## src/rtl/core/playfair_digram_cipher_defines.svh

```systemverilog
// ----------------------------------------------------------------------------
// playfair digram cipher assertion macros
// shared assertion shorthands for the cipher core
// ----------------------------------------------------------------------------
`ifndef PLAYFAIR_DIGRAM_CIPHER_DEFINES_SVH
`define PLAYFAIR_DIGRAM_CIPHER_DEFINES_SVH

// same-cycle implication, off during reset
`define PDC_ASSERT_SAME(label, clk, rst, pre, post, msg) \
  label: assert property (@(posedge clk) disable iff (rst) (pre) |-> (post)) \
    else $error(msg);

// next-cycle implication, off during reset
`define PDC_ASSERT_NEXT(label, clk, rst, pre, post, msg) \
  label: assert property (@(posedge clk) disable iff (rst) (pre) |=> (post)) \
    else $error(msg);

`endif

```

## src/rtl/core/pdc_pkg.sv

```systemverilog
// ----------------------------------------------------------------------------
// pdc_pkg
// types and constants shared by the playfair cipher core
// ----------------------------------------------------------------------------
`default_nettype none

package pdc_pkg;

  localparam logic [1:0] REQ_KEY   = 2'd0;
  localparam logic [1:0] REQ_FINAL = 2'd1;
  localparam logic [1:0] REQ_PAIR  = 2'd2;

  localparam logic [4:0] LETTER_I  = 5'd8;
  localparam logic [4:0] LETTER_J  = 5'd9;
  localparam logic [4:0] LETTER_Z  = 5'd25;
  localparam logic [4:0] SQ_CELLS  = 5'd25;

  localparam logic STATUS_OK        = 1'b0;
  localparam logic STATUS_NOT_READY = 1'b1;

  typedef logic [4:0] letter_t;
  typedef logic [4:0] cell_t;
  typedef logic [2:0] coord_t;

  typedef struct packed {
    coord_t row;
    coord_t col;
  } pos_t;

  typedef struct packed {
    logic [1:0] req_type;
    logic [7:0] key_char;
    letter_t    first_letter;
    letter_t    second_letter;
  } request_t;

  typedef struct packed {
    letter_t out_first;
    letter_t out_second;
    logic    status;
  } result_t;

endpackage

`default_nettype wire

```

## src/rtl/core/pdc_lane.sv

```systemverilog
// ----------------------------------------------------------------------------
// pdc_lane
// one pair letter: normalizes it for the slot lookup, decodes its cell
// ----------------------------------------------------------------------------
`default_nettype none

module pdc_lane (
  input  wire  pdc_pkg::letter_t letter,
  input  wire  pdc_pkg::cell_t   slot_cell,
  output pdc_pkg::letter_t       addr,
  output pdc_pkg::pos_t          pos
);

  pdc_pkg::cell_t  sq_idx;
  pdc_pkg::coord_t row;
  logic [4:0]      row_base;

  // saturate past z, fold j onto i
  always_comb begin
    addr = letter;
    if (letter > pdc_pkg::LETTER_Z) addr = pdc_pkg::LETTER_Z;
    if (addr == pdc_pkg::LETTER_J) addr = pdc_pkg::LETTER_I;
  end

  // cell to row and column, five cells a row
  always_comb begin
    sq_idx = (slot_cell < pdc_pkg::SQ_CELLS) ? slot_cell : '0;
    if (sq_idx >= 5'd20)      row = 3'd4;
    else if (sq_idx >= 5'd15) row = 3'd3;
    else if (sq_idx >= 5'd10) row = 3'd2;
    else if (sq_idx >= 5'd5)  row = 3'd1;
    else                      row = 3'd0;
    row_base = ({2'b00, row} << 2) + {2'b00, row};
    pos.row  = row;
    pos.col  = 3'(sq_idx - row_base);
  end

endmodule

`default_nettype wire

```

## src/rtl/core/pdc_merge.sv

```systemverilog
// ----------------------------------------------------------------------------
// pdc_merge
// combines both lane positions by the playfair rules into two square cells
// ----------------------------------------------------------------------------
`default_nettype none

module pdc_merge (
  input  wire  pdc_pkg::pos_t pos_a,
  input  wire  pdc_pkg::pos_t pos_b,
  input  wire                 direction,
  output pdc_pkg::cell_t      cell_a,
  output pdc_pkg::cell_t      cell_b
);

  pdc_pkg::pos_t out_a;
  pdc_pkg::pos_t out_b;

  function automatic pdc_pkg::coord_t step(input pdc_pkg::coord_t v, input logic back);
    pdc_pkg::coord_t r;
    if (back) r = (v == 3'd0) ? 3'd4 : v - 3'd1;
    else      r = (v == 3'd4) ? 3'd0 : v + 3'd1;
    return r;
  endfunction

  function automatic pdc_pkg::cell_t to_cell(input pdc_pkg::pos_t p);
    logic [4:0] r;
    r = {2'b00, p.row};
    return (r << 2) + r + {2'b00, p.col};
  endfunction

  always_comb begin
    out_a = pos_a;
    out_b = pos_b;
    if (pos_a.row == pos_b.row) begin
      out_a.col = step(pos_a.col, direction);
      out_b.col = step(pos_b.col, direction);
    end else if (pos_a.col == pos_b.col) begin
      out_a.row = step(pos_a.row, direction);
      out_b.row = step(pos_b.row, direction);
    end else begin
      // rectangle corners swap columns
      out_a.col = pos_b.col;
      out_b.col = pos_a.col;
    end
  end

  assign cell_a = to_cell(out_a);
  assign cell_b = to_cell(out_b);

endmodule

`default_nettype wire

```

## src/rtl/core/playfair_digram_cipher.sv

```systemverilog
// ----------------------------------------------------------------------------
// playfair_digram_cipher
// playfair 5x5 engine: builds the key square from key bytes, then
// encrypts or decrypts letter pairs with two lookup lanes and a merge stage
// ----------------------------------------------------------------------------
// a pair item's result strobe follows the slot read and square read registers;
// busy covers the square read, and a new item is taken while a result is shown
// key bytes never raise busy; a first finalize holds busy, one letter a cycle
// a pair before finalize gives a status-only result in the cycle after acceptance
// rst is synchronous: empty square, no letters placed, encrypt direction
// results cannot be stalled; done marks each result for exactly one cycle
`default_nettype none
`include "playfair_digram_cipher_defines.svh"

module playfair_digram_cipher (
  input  wire                clk,
  input  wire                rst,
  input  wire                start,
  output logic               busy,
  input  wire  pdc_pkg::request_t request,
  output logic               done,
  output pdc_pkg::result_t   result,
  input  wire                cfg_valid,
  output logic               cfg_ready,
  input  wire                cfg_data
);

  // control states
  localparam logic [2:0] S_IDLE = 3'd0;
  localparam logic [2:0] S_LOOK = 3'd1;  // slot data registered, square read issued
  localparam logic [2:0] S_DONE = 3'd2;  // square data registered, result shown
  localparam logic [2:0] S_ERR  = 3'd3;  // not-ready status shown
  localparam logic [2:0] S_FILL = 3'd4;  // finalize walks the alphabet

  localparam logic [7:0] CHAR_UPPER_A = 8'h41;
  localparam logic [7:0] CHAR_UPPER_Z = 8'h5a;
  localparam logic [7:0] CHAR_LOWER_A = 8'h61;
  localparam logic [7:0] CHAR_LOWER_Z = 8'h7a;
  localparam logic [7:0] CASE_OFFSET  = 8'h20;
  localparam int         ALPHA        = 26;

  logic [2:0]       state;
  logic [2:0]       state_next;
  logic [4:0]       fill_count;
  logic [4:0]       fill_count_next;
  logic             square_ready;
  logic             square_ready_next;
  logic [ALPHA-1:0] slot_valid;
  logic [ALPHA-1:0] slot_valid_next;
  pdc_pkg::letter_t fill_ctr;
  pdc_pkg::letter_t fill_ctr_next;
  logic             cipher_direction;

  // key square and letter-to-cell map
  pdc_pkg::letter_t square_mem [25];
  pdc_pkg::cell_t   slot_mem   [ALPHA];
  pdc_pkg::cell_t   slot_rd_a;
  pdc_pkg::cell_t   slot_rd_b;
  pdc_pkg::letter_t sq_rd_a;
  pdc_pkg::letter_t sq_rd_b;

  logic             accept;
  logic             key_item;
  logic             key_is_letter;
  pdc_pkg::letter_t key_letter;
  logic             restart;
  pdc_pkg::letter_t place_letter;
  logic             place_req;
  logic             place_en;
  logic [ALPHA-1:0] valid_eff;
  logic [4:0]       fill_eff;

  pdc_pkg::letter_t lane_addr_a;
  pdc_pkg::letter_t lane_addr_b;
  pdc_pkg::pos_t    pos_a;
  pdc_pkg::pos_t    pos_b;
  pdc_pkg::cell_t   cell_a;
  pdc_pkg::cell_t   cell_b;

  // upper-case the byte, keep letters only, fold j onto i
  function automatic logic [5:0] decode_key(input logic [7:0] ch);
    logic [7:0]       up;
    logic [7:0]       diff;
    logic             ok;
    pdc_pkg::letter_t l;
    up = (ch >= CHAR_LOWER_A && ch <= CHAR_LOWER_Z) ? ch - CASE_OFFSET : ch;
    ok = (up >= CHAR_UPPER_A) && (up <= CHAR_UPPER_Z);
    diff = up - CHAR_UPPER_A;
    l = diff[4:0];
    if (l == pdc_pkg::LETTER_J) l = pdc_pkg::LETTER_I;
    return {ok, l};
  endfunction

  assign accept    = start && !busy;
  assign busy      = (state == S_LOOK) || (state == S_FILL);
  assign cfg_ready = 1'b1;

  assign {key_is_letter, key_letter} = decode_key(request.key_char);
  assign key_item = accept && (request.req_type == pdc_pkg::REQ_KEY) && key_is_letter;

  // a letter after a finished square starts a new key
  assign restart   = key_item && square_ready;
  assign valid_eff = restart ? '0 : slot_valid;
  assign fill_eff  = restart ? '0 : fill_count;

  // one shared placement path for key bytes and the finalize walk
  assign place_letter = (state == S_FILL) ? fill_ctr : key_letter;
  assign place_req    = key_item || ((state == S_FILL) && (fill_ctr != pdc_pkg::LETTER_J));
  assign place_en     = place_req && !valid_eff[place_letter] &&
                        (fill_eff < pdc_pkg::SQ_CELLS);

  always_comb begin
    slot_valid_next = valid_eff;
    if (place_en) slot_valid_next[place_letter] = 1'b1;
    fill_count_next = place_en ? fill_eff + 5'd1 : fill_eff;
  end

  always_comb begin
    square_ready_next = square_ready;
    fill_ctr_next     = fill_ctr;
    if (restart) square_ready_next = 1'b0;
    if (state == S_FILL) begin
      fill_ctr_next = fill_ctr + 5'd1;
      if (fill_ctr == pdc_pkg::LETTER_Z) square_ready_next = 1'b1;
    end else if (accept && (request.req_type == pdc_pkg::REQ_FINAL)) begin
      fill_ctr_next = '0;
    end
  end

  // a new item can enter while a result is shown
  always_comb begin
    state_next = state;
    unique case (state) inside
      S_IDLE, S_DONE, S_ERR: begin
        state_next = S_IDLE;
        if (accept) begin
          case (request.req_type)
            pdc_pkg::REQ_PAIR:  state_next = square_ready ? S_LOOK : S_ERR;
            pdc_pkg::REQ_FINAL: state_next = square_ready ? S_IDLE : S_FILL;
            default:            state_next = S_IDLE;
          endcase
        end
      end
      S_LOOK: begin
        state_next = S_DONE;
      end
      S_FILL: begin
        if (fill_ctr == pdc_pkg::LETTER_Z) state_next = S_IDLE;
      end
      default: begin
        state_next = S_IDLE;
      end
    endcase
  end

  always_ff @(posedge clk) begin
    if (rst) begin
      state            <= S_IDLE;
      fill_count       <= '0;
      square_ready     <= 1'b0;
      slot_valid       <= '0;
      fill_ctr         <= '0;
      cipher_direction <= 1'b0;
    end else begin
      state        <= state_next;
      fill_count   <= fill_count_next;
      square_ready <= square_ready_next;
      slot_valid   <= slot_valid_next;
      fill_ctr     <= fill_ctr_next;
      if (cfg_valid && cfg_ready) cipher_direction <= cfg_data;
    end
  end

  // memories: one write port each, two registered read ports
  always_ff @(posedge clk) begin
    if (place_en) begin
      square_mem[fill_eff]     <= place_letter;
      slot_mem[place_letter]   <= fill_eff;
    end
    slot_rd_a <= slot_mem[lane_addr_a];
    slot_rd_b <= slot_mem[lane_addr_b];
    sq_rd_a   <= square_mem[cell_a];
    sq_rd_b   <= square_mem[cell_b];
  end

  // one lane per pair letter
  pdc_lane u_lane_a (
    .letter    (request.first_letter),
    .slot_cell (slot_rd_a),
    .addr      (lane_addr_a),
    .pos       (pos_a)
  );

  pdc_lane u_lane_b (
    .letter    (request.second_letter),
    .slot_cell (slot_rd_b),
    .addr      (lane_addr_b),
    .pos       (pos_b)
  );

  // rules applied to both positions, giving the square cells to read
  pdc_merge u_merge (
    .pos_a     (pos_a),
    .pos_b     (pos_b),
    .direction (cipher_direction),
    .cell_a    (cell_a),
    .cell_b    (cell_b)
  );

  // result drive
  assign done              = (state == S_DONE) || (state == S_ERR);
  assign result.out_first  = (state == S_DONE) ? sq_rd_a : '0;
  assign result.out_second = (state == S_DONE) ? sq_rd_b : '0;
  assign result.status     = (state == S_ERR) ? pdc_pkg::STATUS_NOT_READY
                                              : pdc_pkg::STATUS_OK;

  `PDC_ASSERT_SAME(a_fill_bound, clk, rst, 1'b1, fill_count <= pdc_pkg::SQ_CELLS, "fill count past square size")
  `PDC_ASSERT_SAME(a_done_ready, clk, rst, state == S_DONE, square_ready, "pair result from unfinished square")
  `PDC_ASSERT_NEXT(a_err_result, clk, rst, accept && (request.req_type == pdc_pkg::REQ_PAIR) && !square_ready, done && (result.status == pdc_pkg::STATUS_NOT_READY), "early pair without error status")
  `PDC_ASSERT_NEXT(a_fill_full, clk, rst, (state == S_FILL) && (fill_ctr == pdc_pkg::LETTER_Z), square_ready && (fill_count == pdc_pkg::SQ_CELLS), "finalize left square incomplete")

endmodule

`default_nettype wire

```

## config.mk

```make
export PLATFORM = sky130hd
export DESIGN_NAME = playfair_digram_cipher
export DESIGN_NICKNAME = d
export VERILOG_FILES = /design/src/rtl/core/pdc_pkg.sv /design/src/rtl/core/pdc_lane.sv /design/src/rtl/core/pdc_merge.sv /design/src/rtl/core/playfair_digram_cipher.sv
export VERILOG_INCLUDE_DIRS = /design/src /design/src/rtl/core
export SDC_FILE = /design/constraint.sdc
export NUM_CORES = 1
export LEC_CHECK = 0
export BUFFER_PORTS_ARGS = -buffer_cell sky130_fd_sc_hd__buf_4
export CAP_MARGIN = 10
export CELL_PAD_IN_SITES_DETAIL_PLACEMENT = 2
export CELL_PAD_IN_SITES_GLOBAL_PLACEMENT = 2
export CORE_MARGIN = 2
export CORE_UTILIZATION = 45
export DETAILED_ROUTE_END_ITERATION = 10
export PLACE_DENSITY = 0.89
export SLEW_MARGIN = 10
export SYNTH_ARGS = -nofsm -noshare
export SYNTH_HDL_FRONTEND = slang
export SYNTH_SLANG_ARGS = --single-unit
export TNS_END_PERCENT = 100
```

## constraint.sdc

```tcl
create_clock -name clk -period 7.2 [get_ports clk]
set_clock_uncertainty 0.05 [all_clocks]
set_input_delay 0.72 -clock clk [delete_from_list [all_inputs] [get_ports clk]]
set_output_delay 0.72 -clock clk [all_outputs]
set_load 0.05 [all_outputs]
```

; Yosys cells after proc, flatten, opt, wreduce, memory -nomap -nowiden
; Memories as Yosys holds them, arrays and structs flattened. A register that Yosys moved wholly into a read port is not among the register bits.
; Index checks and enable logic that the tools add are counted.
[word_totals]
reg_bits = 41
ram_bits = 255
in_bits = 25
output_inout_bits = 14
elab_cells = 151
mem_count = 2
[mem_list]
columns = memory, words, width, rd, rd_ports_with_merged_regs, wr, line_no
row1 = slot_mem, 26, 5, 2, 2, 1, playfair_digram_cipher.sv:56  ; pdc_pkg::cell_t slot_mem [ALPHA];
row2 = square_mem, 25, 5, 2, 2, 1, playfair_digram_cipher.sv:55  ; pdc_pkg::letter_t square_mem [25];
[op_classes]
add_sub_neg = 20
n_lt_le_gt_ge = 19
n_eq_ne = 18
mux = 61
bitwise = 1
n_reduce_logical = 24
[ops]
columns = cell, n
row1 = $mux 3, 29
row2 = $mux 5, 14
row3 = $mux 26, 2
row4 = $or 26x26->26, 1
row5 = $add 5x3->5, 4
row6 = $ge 5x4->1 const B, 4
row7 = $ge 8x7->1 const B, 2
row8 = $le 8x7->1 const B, 2
row9 = $eq 3x3->1 const B, 5
row10 = $eq 5x4->1 const B, 3
row11 = $logic_not 3->1, 5
row12 = $lt 5x5->1 const B, 3
row13 = $add 3x1->3 const B, 4
row14 = $sub 3x1->3 const B, 4
row15 = $logic_and 1x1->1, 11
row16 = $add 5x1->5 const B, 2
row17 = $ge 5x3->1 const B, 2
row18 = $ge 5x5->1 const B, 2
row19 = $gt 5x5->1 const B, 2
row20 = $mux 1, 10
row21 = $pmux 3 s3, 1
row22 = $mux 8, 1
row23 = $sub 8x6->8 const B, 1
row24 = $add 3x3->3, 2
row25 = 21 further kinds, 27

; Logic depth before layout (Yosys ltp)
[logic_depth]
ltp_word = 15
ltp_mapped = 23
mapped_depth_nobuf = 21

; Modules after synthesis
; Synthesis repeated with hierarchy kept, for this count alone.
[hier_totals]
hier_cells = 1236
hier_area_um2 = 17077.6
[modules_own_cells]
columns = mod, n_inst, cells_per_inst, area_per_inst_um2, seq_area_each_um2
row1 = playfair_digram_cipher, 1, 1027, 15631.2, 8878.5
row2 = pdc_merge, 1, 129, 980.9, 0.0
row3 = pdc_lane, 2, 40, 232.7, 0.0

; Worst setup path after synthesis
; No wires, ideal clock.
[synth_path]
path_type = flip-flop to flip-flop
from = register slot_rd_b[1] (read register of slot_mem)
to = register sq_rd_b[0] (read register of square_mem)
setup_time_ns = 0.121
t_arrival_ns = 5.378
required_time_ns = 7.029
slack_ns = 1.651
path_stages_with_launch = 19
n_path_buf = 3
period_less_slack_ns = 5.549
cell_sequence = dfxtp_1 nor3_1 mux2i_1 nor2b_1 clkbuf_1 nor2_1 ha_1 fa_1 xor2_1 xor2_1 xnor2_1 and4_1 buf_2 mux2i_1 fa_1 fa_1 buf_1 mux4_2 mux2_2
[synth_via]
elab_chain_len = 14
word_cells_on_any_way = 34
cone_classes = 8 x add/sub / 5 x order compare / 4 x eq/ne / 15 x mux / 2 x reduce/logical
[synth_lines]
columns = element, line_no
row1 = from (decl), playfair_digram_cipher.sv:58  ; pdc_pkg::cell_t slot_rd_b;
row2 = $lt 5x5->1, pdc_lane.sv:27  ; sq_idx = (slot_cell < pdc_pkg::SQ_CELLS) ? slot_cell : '0;
row3 = $mux 5 *, pdc_lane.sv:27
row4 = $ge 5x3->1, pdc_lane.sv:31  ; else if (sq_idx >= 5'd5) row = 3'd1;
row5 = $mux 1, pdc_lane.sv:31
row6 = $mux 3, pdc_lane.sv:30  ; else if (sq_idx >= 5'd10) row = 3'd2;
row7 = $mux 3, pdc_lane.sv:29  ; else if (sq_idx >= 5'd15) row = 3'd3;
row8 = $mux 3, pdc_lane.sv:28  ; if (sq_idx >= 5'd20) row = 3'd4;
row9 = "$add 3x3->3, or another cell as far along", pdc_lane.sv:33  ; row_base = ({2'b00, row} << 2) + {2'b00, row};
row10 = "$sub 3x3->3, or another cell as far along", pdc_lane.sv:35  ; pos.col = 3'(sq_idx - row_base);
row11 = "$eq 3x3->1, or another cell as far along", pdc_merge.sv:37  ; end else if (pos_a.col == pos_b.col) begin
row12 = $mux 3 (on tied branches), "pdc_merge.sv:37, pdc_merge.sv:20, pdc_merge.sv:21"
row13 = $mux 3 (on tied branches), "pdc_merge.sv:34, pdc_merge.sv:20"
row14 = $add 5x3->5 / $mux 3 (equally long branches), "pdc_merge.sv:28, pdc_merge.sv:34"
row15 = $add 5x3->5 *, pdc_merge.sv:28  ; return (r << 2) + r + {2'b00, p.col};
row16 = to (decl), playfair_digram_cipher.sv:60  ; pdc_pkg::letter_t sq_rd_b;
; Mark *: on every way between the ends. The rest lies on a longest branch, timed or not.
; A chain may end at the register's enable or synchronous reset.

; Final worst setup path
; Same ends and word-level chain as after synthesis.

==> metrics.log <==
INFO  metric status = completed
INFO  metric min_period_over_period = 0.9646
INFO  metric layout.cell_area.non_filler = ~18000 um^2
INFO  metric die_w = between 150 and 200 um
INFO  metric diodes_inserted = 0
INFO  metric synth.yosys.warnings = 0
INFO  metric stdcell_count = ~1800
INFO  metric timing_limited_maximum_frequency = approximately 0.14 GHz
INFO  metric dieArea = 37960 um^2
INFO  metric place.detailed.hpwl = ~39000 um
INFO  metric worst_setup_hold_path_clk_slew = 80 ps
INFO  metric floorplan.die.height = around 200 um
INFO  metric crit_fanout = 21
INFO  metric final_common_cell = edfxtp_1
INFO  metric grt_antenna_before_repair = 2
INFO  metric first_global_vias = around 14000
INFO  metric postSynthRegisterBits = 316
INFO  metric async_flop_share = 0
INFO  metric cell_by_cell_listing_of_the_critical_path = nor3_1 > mux2i_1 > nor2b_1 > nor2_1 > ha_1 > fa_1 > xor2_1 > xor2_1 > xnor2_1 > and4_1 > nor2_1 > a21oi_1 > ha_1 > ha_1 > buf_4 > mux4_2 > mux2i_1 > o21ai_0 > mux2_2
INFO  metric globalRouteTotalUtil = 0.3410
INFO  metric netSwitchingPower = about 3.6 mW
INFO  metric synth_largest_type_area_fraction = 0.4673
INFO  metric combinationalPowerShare = 0.554
INFO  metric swShare = 0.4007
INFO  metric route.antenna.remaining_nets = 0
INFO  metric cts_max_level = 2
INFO  metric nNetsFinal = approximately 1300
INFO  metric min_path_type = input pin to flip-flop
INFO  metric cts-resized-gates = 0
INFO  metric synth_enable_flop_cells = 255
INFO  metric critical_path_max_stage_delay = approximately 1000 ps
INFO  metric via_per_inst = ~7.3
INFO  metric cts_num_sinks = 316
INFO  metric post_drt_wl_per_cell = about 36 um
INFO  metric cts.hold.buffers_added = 0
INFO  metric worstSetupStartpointType = flip-flop
INFO  metric cts_tree = done
INFO  metric netlist_top_cells_area = edfxtp_1 (47%), mux4_2 (12%), dfxtp_1 (7.5%)
INFO  metric cts.repair_timing.setup_buffer_count = 0
INFO  metric clkLatencyLatePin = between 500 and 600 ps
INFO  metric ioPinCount = 39
INFO  metric placeableCoreArea = roughly 36000 um^2
INFO  metric criticalPathCategory = flip-flop to flip-flop
INFO  metric static-leakage-power = around 6 nW
INFO  metric worst_slew_pin_slew = 1356 ps
INFO  metric worst_ir_drop_on_vdd = between 0.4 and 0.5 mV
INFO  metric drv_cap = 0
INFO  metric seq_area_frac_synth = 0.5418
INFO  metric netlist-cell-type-count = 72
INFO  metric final-hold-violation-count = 0
INFO  metric detail_route.first_pass.iterations = 6
INFO  metric path_common_cell = ha_1
INFO  metric power_report.internal_total = 5.404 mW
INFO  metric n_fill_cell = ~3400
INFO  metric mostFrequentLayoutCells = edfxtp_1 (255), nand2_1 (104), mux4_2 (88)
INFO  metric p_total = around 9.0 mW
INFO  metric setup_viol = 0
INFO  metric residual_overflow_from_global_routing = 0
INFO  metric placedInstanceArea = roughly 17000 um^2
INFO  metric synth.cell_area = around 16000 um^2
INFO  metric start_util = 0.4585
INFO  metric grt_pass1_wl = approximately 96000 um
INFO  metric pin_count_of_the_biggest_net_entering_global_routing = 37
INFO  metric gate_count_post_synth = between 1000 and 1500
INFO  metric synth_flop_cell = edfxtp_1
INFO  metric vias = around 13000
INFO  metric totalWireLength = 64440 um
INFO  metric cp_data_arrival_time = 7310 ps
INFO  metric worst_ep_required_time = 7570 ps
INFO  metric clock-root-buffer = clkbuf_16
INFO  metric synth_nets = between 1000 and 1500
INFO  metric setup.worst_path.end_class = flip-flop
INFO  metric whs = about 390 ps
INFO  metric crit_slowest_cell = ha_1
INFO  metric area.growth.synth_to_final = 11.81%
INFO  metric clock_power_share = 0.214
INFO  metric power_density_normalized_to_cell_area = 492.1 nW/um^2
INFO  metric final_weighted_congestion_in_routability_driven_placement = approximately 0.86
INFO  metric max-slew-margin-rel = 0.08904
INFO  metric slew_violations = 0
INFO  metric drc_errors = 0
INFO  metric ctsLongestPathBuffers = 3
INFO  metric power.share.sequential = 0.231
INFO  metric rows = 69
INFO  metric drive_above_1_share = 0.1992
INFO  metric drt_iter0_markers = between 1500 and 2000
INFO  metric dpl_cells = about 1700
INFO  metric io_buffer_count = 37
INFO  metric min_period = between 6000 and 7000 ps
INFO  metric synth.avg_cell_area = around 13 um^2
INFO  metric numCtsBuffers = 35
INFO  metric cell_taking_the_most_area_after_synthesis = edfxtp_1
==> cells in the mapped netlist, drive strengths merged (2+ instances only) <==
cell      n
edfxtp  255
ha       38
and2     24
nand3b    2
dfxtp    61
or2       5
mux4     88
nor3     35
nor3b     3
nor2     68
clkbuf   63
a32o     24
xnor2    11
nor4     31
nand3    22
or3       8
mux2i    30
inv      44
nor2b     6
o21a      2
fa        6
o311ai    6
a211o     5
buf      28
a211oi   32
o22ai    52
a31oi    12
nand2b    2
nand2   104
o31ai    12
a21o      7
or4       3
o21ai    40
a311oi   10
o211ai    7
xor2      9
and3      7
o221ai   33
a21oi    36
o21ba     2
o32ai     3
mux2     16
==> critical path: cells and delay by family, from the launching register on <==
family,cells,cell delay (ps)
AO/OA/AOI/OAI,2,410
XOR/XNOR,3,920
adder cells (fa/ha/maj),4,2010
buffers and inverters,1,370
flip-flops,1,390
multiplexers,4,960
AND/OR/NAND/NOR,5,1700
==> metal layers <==
layer | part of all wire | GRT usage | vias up
met1 | 0.37 | 0.4352 | 6668
met3 | 0.097 | 0.07114 | 235
li1 | - | - | 5083
met2 | 0.48 | 0.5651 | 975
met5 | 0.00047 | 0 | -
met4 | 0.052 | 0.1484 | 4
==> cells by family after synthesis <==
family / after synthesis / share of synthesized area
multiplexers: 134 / 0.1505
buffers and inverters: 135 / 0.03505
AO/OA/AOI/OAI: 295 / 0.1279
adder cells (fa/ha/maj): 44 / 0.03634
flip-flops: 316 / 0.5418
other: 1 / 0.0002288
AND/OR/NAND/NOR: 324 / 0.09750
XOR/XNOR: 20 / 0.01069
==> state kept, by name, indices dropped and copies added (netlist names) <==
register          cells
cipher_direction      1
slot_mem            130
fill_count            5
slot_valid           26
sq_rd_b               5
sq_rd_a               5
slot_rd_a             5
state                 3
square_ready          1
square_mem          125
slot_rd_b             5
fill_ctr              5
==> path summary, 6_finish.rpt <==
path                 startpoint               end  slack, ps  cells past startpoint
setup / recovery   slot_rd_b[1]        sq_rd_b[0]        250                     19
hold / removal         cfg_data  cipher_direction        390                      3
setup reg to reg   slot_rd_b[1]        sq_rd_b[0]        250                     19
hold reg to reg   slot_valid[2]     slot_valid[2]        420                      1
==> layout make-up <==
class / instances / area [um^2] / share of cell area
clock inverters: 18 / 224.0 / 0.01222
multi-input cells: 818 / 7043 / 0.3844
well taps: 461 / 576.8 / 0.03148
clock buffers: 44 / 949.7 / 0.05183
repair buffers: 65 / 485.5 / 0.02650
flip-flops and latches: 316 / 8879 / 0.4846
inverters: 44 / 165.2 / 0.009014
==> power by group through the flow <==
stage,clock network [mW],logic (mW),registers [mW]
3_3_place_gp,0,4.20,2.12
6_report,1.93,5.00,2.09
2_1_floorplan,0,3.30,2.10
4_1_cts,1.93,4.90,2.08
5_1_grt,1.99,5.24,2.09
3_5_place_dp,0,4.63,2.12
==> through the flow <==
| stage | setup slack (ps) | TNS (ps) | util |
|---|---|---|---|
| final | 254.7 | 0 | 0.5126 |
| after detailed placement | 642.8 | 0 | 0.4783 |
| after floorplan | 1651 | 0 | - |
| after global routing | -17.79 | -17.79 | 0.5126 |
| after global placement | 1238 | 0 | 0.4780 |
| after CTS | 281.4 | 0 | 0.5112 |
No activity file was read; power rests on OpenSTA's default activity.
